[src/rtl/core/sost_pkg.sv]
// ----------------------------------------------------------------------------
// sost_pkg
// Shared constants and types for the self-organizing search table.
// ----------------------------------------------------------------------------
package sost_pkg;

    // table geometry
    localparam int DEPTH = 32;
    localparam int IDX_W = (DEPTH > 1) ? $clog2(DEPTH) : 1;
    localparam int CNT_W = $clog2(DEPTH + 1);
    localparam int KEY_W = 32;
    localparam int POS_W = 5;

    // item opcodes
    localparam logic [1:0] OP_APPEND = 2'd0;
    localparam logic [1:0] OP_SEARCH = 2'd1;
    localparam logic [1:0] OP_CLEAR  = 2'd2;

    // reorder policies (code 3 behaves as plain search)
    localparam logic [1:0] POL_PLAIN     = 2'd0;
    localparam logic [1:0] POL_TRANSPOSE = 2'd1;
    localparam logic [1:0] POL_HEAD      = 2'd2;

    // table memory access request
    typedef struct packed {
        logic             wr_en;
        logic [IDX_W-1:0] wr_addr;
        logic [KEY_W-1:0] wr_data;
        logic [IDX_W-1:0] rd_addr;
    } mem_req_t;

endpackage

[src/rtl/core/sost_mem.sv]
// ----------------------------------------------------------------------------
// sost_mem
// Table storage: one write port, one read port, registered read data.
// ----------------------------------------------------------------------------
module sost_mem
    import sost_pkg::*;
(
    input  logic             clk,
    input  mem_req_t         req,
    output logic [KEY_W-1:0] rd_data
);

    logic [KEY_W-1:0] mem_array [DEPTH];

    // write port
    always_ff @(posedge clk)
    begin
        if (req.wr_en)
        begin
            mem_array[req.wr_addr] <= req.wr_data;
        end
    end

    // read port, registered read data
    always_ff @(posedge clk)
    begin
        rd_data <= mem_array[req.rd_addr];
    end

endmodule

[src/rtl/core/self_organizing_search_table.sv]
// ----------------------------------------------------------------------------
// self_organizing_search_table
// Key table with append, clear and search; search hits may reorder the table.
// ----------------------------------------------------------------------------
// An item is taken when start is high and busy is low. Append, clear, the
// unused opcode and a search of an empty table finish at once: the result
// strobe (done) rises the next cycle and busy never rises. A search reads one
// entry per cycle through the single read port of the table memory and
// compares it against the key in one shared comparator. The first compare
// comes in the cycle after the first read is issued. A search ends at the
// first hit or after the last entry is compared; a reordering hit then reads
// the partner entry and writes the two entries back through the single write
// port. done rises in the same cycle as busy falls. The longest search is a
// reordering hit on the last entry of a full table. Each item gives exactly
// one result beat on done, held for one cycle; the receiver cannot stall it.
// The policy register is written over cfg_valid/cfg_ready while idle.
// ----------------------------------------------------------------------------
module self_organizing_search_table
    import sost_pkg::*;
(
    input  logic                    clk,
    input  logic                    rst_n,
    // command channel
    input  logic                    start,
    output logic                    busy,
    input  logic [1:0]              opcode,
    input  logic signed [KEY_W-1:0] key,
    // result channel
    output logic                    done,
    output logic                    found,
    output logic [POS_W-1:0]        position,
    output logic                    full_error,
    // policy register write
    input  logic                    cfg_valid,
    output logic                    cfg_ready,
    input  logic [1:0]              cfg_data
);

    typedef enum logic [2:0] {
        ST_IDLE,
        ST_SCAN,
        ST_SWAP_RD,
        ST_SWAP_WR_HIT,
        ST_SWAP_WR_PART
    } state_t;

    state_t           state_reg;
    logic [1:0]       policy_reg;
    logic [CNT_W-1:0] count_reg;
    logic [CNT_W-1:0] scan_idx_reg;
    logic             pend_reg;
    logic [KEY_W-1:0] key_reg;
    logic [IDX_W-1:0] hit_idx_reg;
    logic [IDX_W-1:0] part_idx_reg;
    logic             done_reg;
    logic             found_reg;
    logic [POS_W-1:0] position_reg;
    logic             full_error_reg;

    mem_req_t         mem_req;
    logic [KEY_W-1:0] mem_rd_data;

    logic             accept;
    logic             table_full;
    logic             hit;
    logic [IDX_W-1:0] cur_idx;
    logic             reorder;

    assign accept     = start && (state_reg == ST_IDLE);
    assign table_full = (count_reg == CNT_W'(DEPTH));
    assign busy       = (state_reg != ST_IDLE);
    assign cfg_ready  = (state_reg == ST_IDLE);

    // shared comparator; read data belongs to the entry before scan_idx
    assign cur_idx = IDX_W'(scan_idx_reg - CNT_W'(1));
    assign hit     = pend_reg && (mem_rd_data == key_reg);
    assign reorder = (cur_idx != '0)
                  && ((policy_reg == POL_TRANSPOSE) || (policy_reg == POL_HEAD));

    // memory request steering
    always_comb
    begin
        mem_req.wr_en   = 1'b0;
        mem_req.wr_addr = count_reg[IDX_W-1:0];
        mem_req.wr_data = key;
        mem_req.rd_addr = scan_idx_reg[IDX_W-1:0];
        unique case (state_reg)
            ST_IDLE:
            begin
                mem_req.wr_en = accept && (opcode == OP_APPEND) && !table_full;
            end
            ST_SCAN:
            begin
            end
            ST_SWAP_RD:
            begin
                mem_req.rd_addr = part_idx_reg;
            end
            ST_SWAP_WR_HIT:
            begin
                mem_req.wr_en   = 1'b1;
                mem_req.wr_addr = hit_idx_reg;
                mem_req.wr_data = mem_rd_data;
            end
            ST_SWAP_WR_PART:
            begin
                mem_req.wr_en   = 1'b1;
                mem_req.wr_addr = part_idx_reg;
                mem_req.wr_data = key_reg;
            end
            default:
            begin
            end
        endcase
    end

    sost_mem u_mem (
        .clk     (clk),
        .req     (mem_req),
        .rd_data (mem_rd_data)
    );

    // sequencer, table count, policy and result registers
    always_ff @(posedge clk or negedge rst_n)
    begin
        if (!rst_n)
        begin
            state_reg      <= ST_IDLE;
            policy_reg     <= POL_PLAIN;
            count_reg      <= '0;
            scan_idx_reg   <= '0;
            pend_reg       <= 1'b0;
            key_reg        <= '0;
            hit_idx_reg    <= '0;
            part_idx_reg   <= '0;
            done_reg       <= 1'b0;
            found_reg      <= 1'b0;
            position_reg   <= '0;
            full_error_reg <= 1'b0;
        end
        else
        begin
            done_reg <= 1'b0;
            if (cfg_valid && cfg_ready)
            begin
                policy_reg <= cfg_data;
            end
            unique case (state_reg)
                ST_IDLE:
                begin
                    if (accept)
                    begin
                        key_reg        <= key;
                        found_reg      <= 1'b0;
                        position_reg   <= '0;
                        full_error_reg <= 1'b0;
                        scan_idx_reg   <= '0;
                        pend_reg       <= 1'b0;
                        case (opcode)
                            OP_APPEND:
                            begin
                                done_reg <= 1'b1;
                                if (table_full)
                                begin
                                    full_error_reg <= 1'b1;
                                end
                                else
                                begin
                                    count_reg <= count_reg + CNT_W'(1);
                                end
                            end
                            OP_SEARCH:
                            begin
                                if (count_reg == '0)
                                begin
                                    done_reg <= 1'b1;
                                end
                                else
                                begin
                                    state_reg <= ST_SCAN;
                                end
                            end
                            OP_CLEAR:
                            begin
                                done_reg  <= 1'b1;
                                count_reg <= '0;
                            end
                            default:
                            begin
                                done_reg <= 1'b1;
                            end
                        endcase
                    end
                end
                ST_SCAN:
                begin
                    if (hit)
                    begin
                        found_reg    <= 1'b1;
                        position_reg <= POS_W'(cur_idx);
                        hit_idx_reg  <= cur_idx;
                        part_idx_reg <= (policy_reg == POL_TRANSPOSE)
                                        ? (cur_idx - IDX_W'(1)) : '0;
                        if (reorder)
                        begin
                            state_reg <= ST_SWAP_RD;
                        end
                        else
                        begin
                            done_reg  <= 1'b1;
                            state_reg <= ST_IDLE;
                        end
                    end
                    else if (scan_idx_reg == count_reg)
                    begin
                        // last entry compared without a hit
                        done_reg  <= 1'b1;
                        state_reg <= ST_IDLE;
                    end
                    else
                    begin
                        scan_idx_reg <= scan_idx_reg + CNT_W'(1);
                        pend_reg     <= 1'b1;
                    end
                end
                ST_SWAP_RD:
                begin
                    state_reg <= ST_SWAP_WR_HIT;
                end
                ST_SWAP_WR_HIT:
                begin
                    state_reg <= ST_SWAP_WR_PART;
                end
                ST_SWAP_WR_PART:
                begin
                    done_reg  <= 1'b1;
                    state_reg <= ST_IDLE;
                end
                default:
                begin
                    state_reg <= ST_IDLE;
                end
            endcase
        end
    end

    assign done       = done_reg;
    assign found      = found_reg;
    assign position   = position_reg;
    assign full_error = full_error_reg;

endmodule
[config.mk]
export PLATFORM = sky130hd
export DESIGN_NAME = self_organizing_search_table
export DESIGN_NICKNAME = d
export VERILOG_FILES = /design/src/rtl/core/sost_pkg.sv /design/src/rtl/core/sost_mem.sv /design/src/rtl/core/self_organizing_search_table.sv
export SDC_FILE = /design/constraint.sdc
export NUM_CORES = 2
export LEC_CHECK = 0
export ABC_CLOCK_PERIOD_IN_PS = 4850
export CAP_MARGIN = 15
export CORE_UTILIZATION = 46
export DETAILED_ROUTE_END_ITERATION = 8
export DONT_BUFFER_PORTS = 1
export GPL_TIMING_DRIVEN = 0
export SYNTH_ARGS = -nofsm -noshare
export SYNTH_HDL_FRONTEND = slang
export SYNTH_SLANG_ARGS = --single-unit
[constraint.sdc]
create_clock -name clk -period 4.85 [get_ports clk]
set_clock_uncertainty 0.2 [all_clocks]
set_input_delay 1.2125 -clock clk [delete_from_list [all_inputs] [get_ports clk]]
set_output_delay 1.2125 -clock clk [all_outputs]
set_load 0.05 [all_outputs]
==> metrics.cfg <==
[cts]
clk_latency_ns=0.70
numCtsBuffers=114
root_buffer=clkbuf_16
cts_max_level=3
cts_setup_buffers=0
cts_tree=yes
cts_sinks=1124
cts.clk_slew.worst_paths_ns=0.06
clockBufferDepth=3

[critical_path]
cp_max_fo=10
r2r_cells=11
r2r-end=done$_DFF_PN0_
cp-startpoint=scan_idx_reg[1]$_DFFE_PN0P_
worst_setup_path_end_kind=flip-flop
cp.arrival_ns=4.92
rrSetupSlack_ns=0.35
required_ns=5.27
worstReg2RegStart=scan_idx_reg[1]$_DFFE_PN0P_
critical_path_class=reg2reg
setup.worst_path.start_class=flip-flop

[sta]
fin_crit_sh=0.9275
rsz0062_at_grt=no
finalHoldViolCount=0
fmax_mhz=222.3
slew_headroom=0.1832
max_slew.worst_pin.slew_ns=1.222
slew_violations=0
min_period_ns=4.498
setup_viol=0
whs_ns=0.2012

[final_layout]
finalNetCount=3497
area_growth_syn_to_layout_pct=15.22
multi_input_area_um2=12150
largest_reg_flops=1024
seq_area_um2=33090
diodes=0
drive_gt1_frac=0.1366
num-fill-cells=7961
utilization=0.5372

[drt]
wirelength_um=140700
vias=29570
via_per_inst=6.123
drc=0
wire_per_inst_um=29.14
ant_nets=0
first_iter_violations=3914
first_pass_iters=6

[grt]
gr-total-overflow=0
grt_pass1_vias=28720
grt_antenna_before_repair=1
grt_max_degree=69
grt_pass1_wl_um=200500
grt.total_usage=0.2747

[floorplanning]
core_um2=98710
fp-row-count=115
ioPinCount=50
initial_utilization=0.4663
die_h_um=318.3
dieArea_um2=101300
die_x_um=318.3

[logic_synthesis]
synthCells=3266
yosysTopAreaCellShare=0.6681
ys_seq_area_frac=0.7190
syn-cell-area_um2=46020
syn_nets=3316
synth.area.top_cells=edfxtp_1 (67%), nand2_1 (6.2%), mux2i_1 (4.6%), dfrtp_1 (3.7%), a32oi_1 (2.4%)
synth_edf_count=1024
synth.largest_area_cell=edfxtp_1
ys_ff_latch=1124
ys.warnings.count=0
yosys.cell_types.count=74
synth_ff_type=edfxtp_1
syn_avg_cell_area_um2=14.09
async_flop_share=0.06050

[power_and_ir_drop]
powerDensity_nw_per_um2=527.6
ir_drop_mv=0.3280
leakage_nw=18.06

[placed_design]
hpwl_um=98160
gp_congestion=0.8864
io_buffers=0

[outcome]
status=complete, no violations

[hold_path]
hold_path_class=in2async

[run]
maxCapViolCount=0

[repair_timing]
action | CTS | global route
setup endpoints to repair | 0 | 0
endpoints found under the hold margin | 68 | 0
hold buffers | 1 | 0
resized for setup | 0 | 0
[routing by layer]
metal  global-route usage  vias up  share of wire
met5                    0        -              0
met1               0.3839    15000           0.40
li1                     -    12740              -
met4               0.1290        0          0.049
met2               0.4230     1565           0.46
met3              0.04242      264          0.092
[final cells by class]
cell class,instances,area share
Tap cell,1287,0.03037
Buffer,210,0.01812
Inverter,17,0.001203
Clock buffer,147,0.05790
Timing Repair Buffer,65,0.02725
Multi-Input combinational cell,1915,0.2292
Clock inverter,65,0.01189
Sequential cell,1124,0.6241
[cell usage in the layout (no fill, tap or decap), types with 14 or more instances in the layout]
master and instances:
dfxtp_1 32, nor2_4 32, nor3_2 31, clkbuf_16 117, edfxtp_1 1024, buf_12 29, nand2_1 760, clkinv_2 20
a22oi_1 33, nand4_1 95, clkbuf_1 128, mux2_2 75, nor2b_1 44, buf_2 78, buf_1 14, inv_1 17
nor2_1 23, a221o_1 30, xor2_1 42, a32oi_1 126, o21ai_0 20, clkinv_1 23, nand3_1 202, a211oi_1 32
dfrtp_1 68, mux2i_1 212, o221ai_1 26, buf_4 16, buf_16 29
[metrics by stage]
stage	instances	setup slack, ns	cell area, µm²	power, mW	TNS, ns
floorplan	3266	0.3002	46020	15.88	0
global placement	4553	-1.904	47630	19.06	-1426.38
detailed placement	4602	0.1515	48920	19.26	0
CTS	4815	0.3980	52650	27.93	0
global route	4830	0.1677	53030	28.81	0
finish	4830	0.3517	53030	27.98	0
[power breakdown]
part | switching (mW) | internal (mW)
clock | 3.70 | 5.04
sequential | 0.449 | 11.0
combinational | 5.59 | 2.22
total | 9.74 | 18.2
[how the worst max path moves through the flow]
stage	to	slack (ns)	cells past startpoint
after floorplan	u_mem.mem_array[1][0]$_DFFE_PP_	0.30	7
after global placement	u_mem.mem_array[1][16]$_DFFE_PP_	-1.90	7
after detailed placement	u_mem.mem_array[26][17]$_DFFE_PP_	0.15	7
after CTS	u_mem.mem_array[26][25]$_DFFE_PP_	0.40	6
after global routing	done$_DFF_PN0_	0.17	11
final	done$_DFF_PN0_	0.35	11
[synthesized netlist by cell type, drive strengths merged (8+ instances only)]
master	instances
a211oi	32
a221o	30
edfxtp	1024
nor4	8
a21oi	11
inv	17
clkbuf	102
o221ai	26
nor2b	44
ha	10
nor3b	12
nor3	44
xor2	42
dfxtp	32
dfrtp	68
nand4	95
nand2	762
a22oi	33
nand3	203
mux2	75
a32oi	126
o21ai	20
nor2	57
buf	108
mux2i	214
[cells by family (layout without fill, tap and decap cells)]
kind of cell             count (synthesis)  after routing  share of synthesized area
AND/OR/NAND/NOR                       1253           1253                     0.1243
flip-flops                            1124           1124                     0.7190
AO/OA/AOI/OAI                          314            314                    0.05709
multiplexers                           289            289                    0.06525
buffers and inverters                  227            504                    0.02227
XOR/XNOR                                49             49                   0.009325
adder cells (fa/ha/maj)                 10             10                   0.002719
[critical path, cell delays in order (launching register included)]
cell and delay [ns]:
dfrtp_1 0.45, buf_2 0.41, buf_1 0.73, clkbuf_1 0.74, inv_1 0.28, ha_1 0.28, a21boi_0 0.14, xnor2_1 0.59
a41oi_1 0.29, nor2_1 0.14, nand2_1 0.07, nand3_1 0.09
Note: power is estimated with default switching activity, not from simulation.
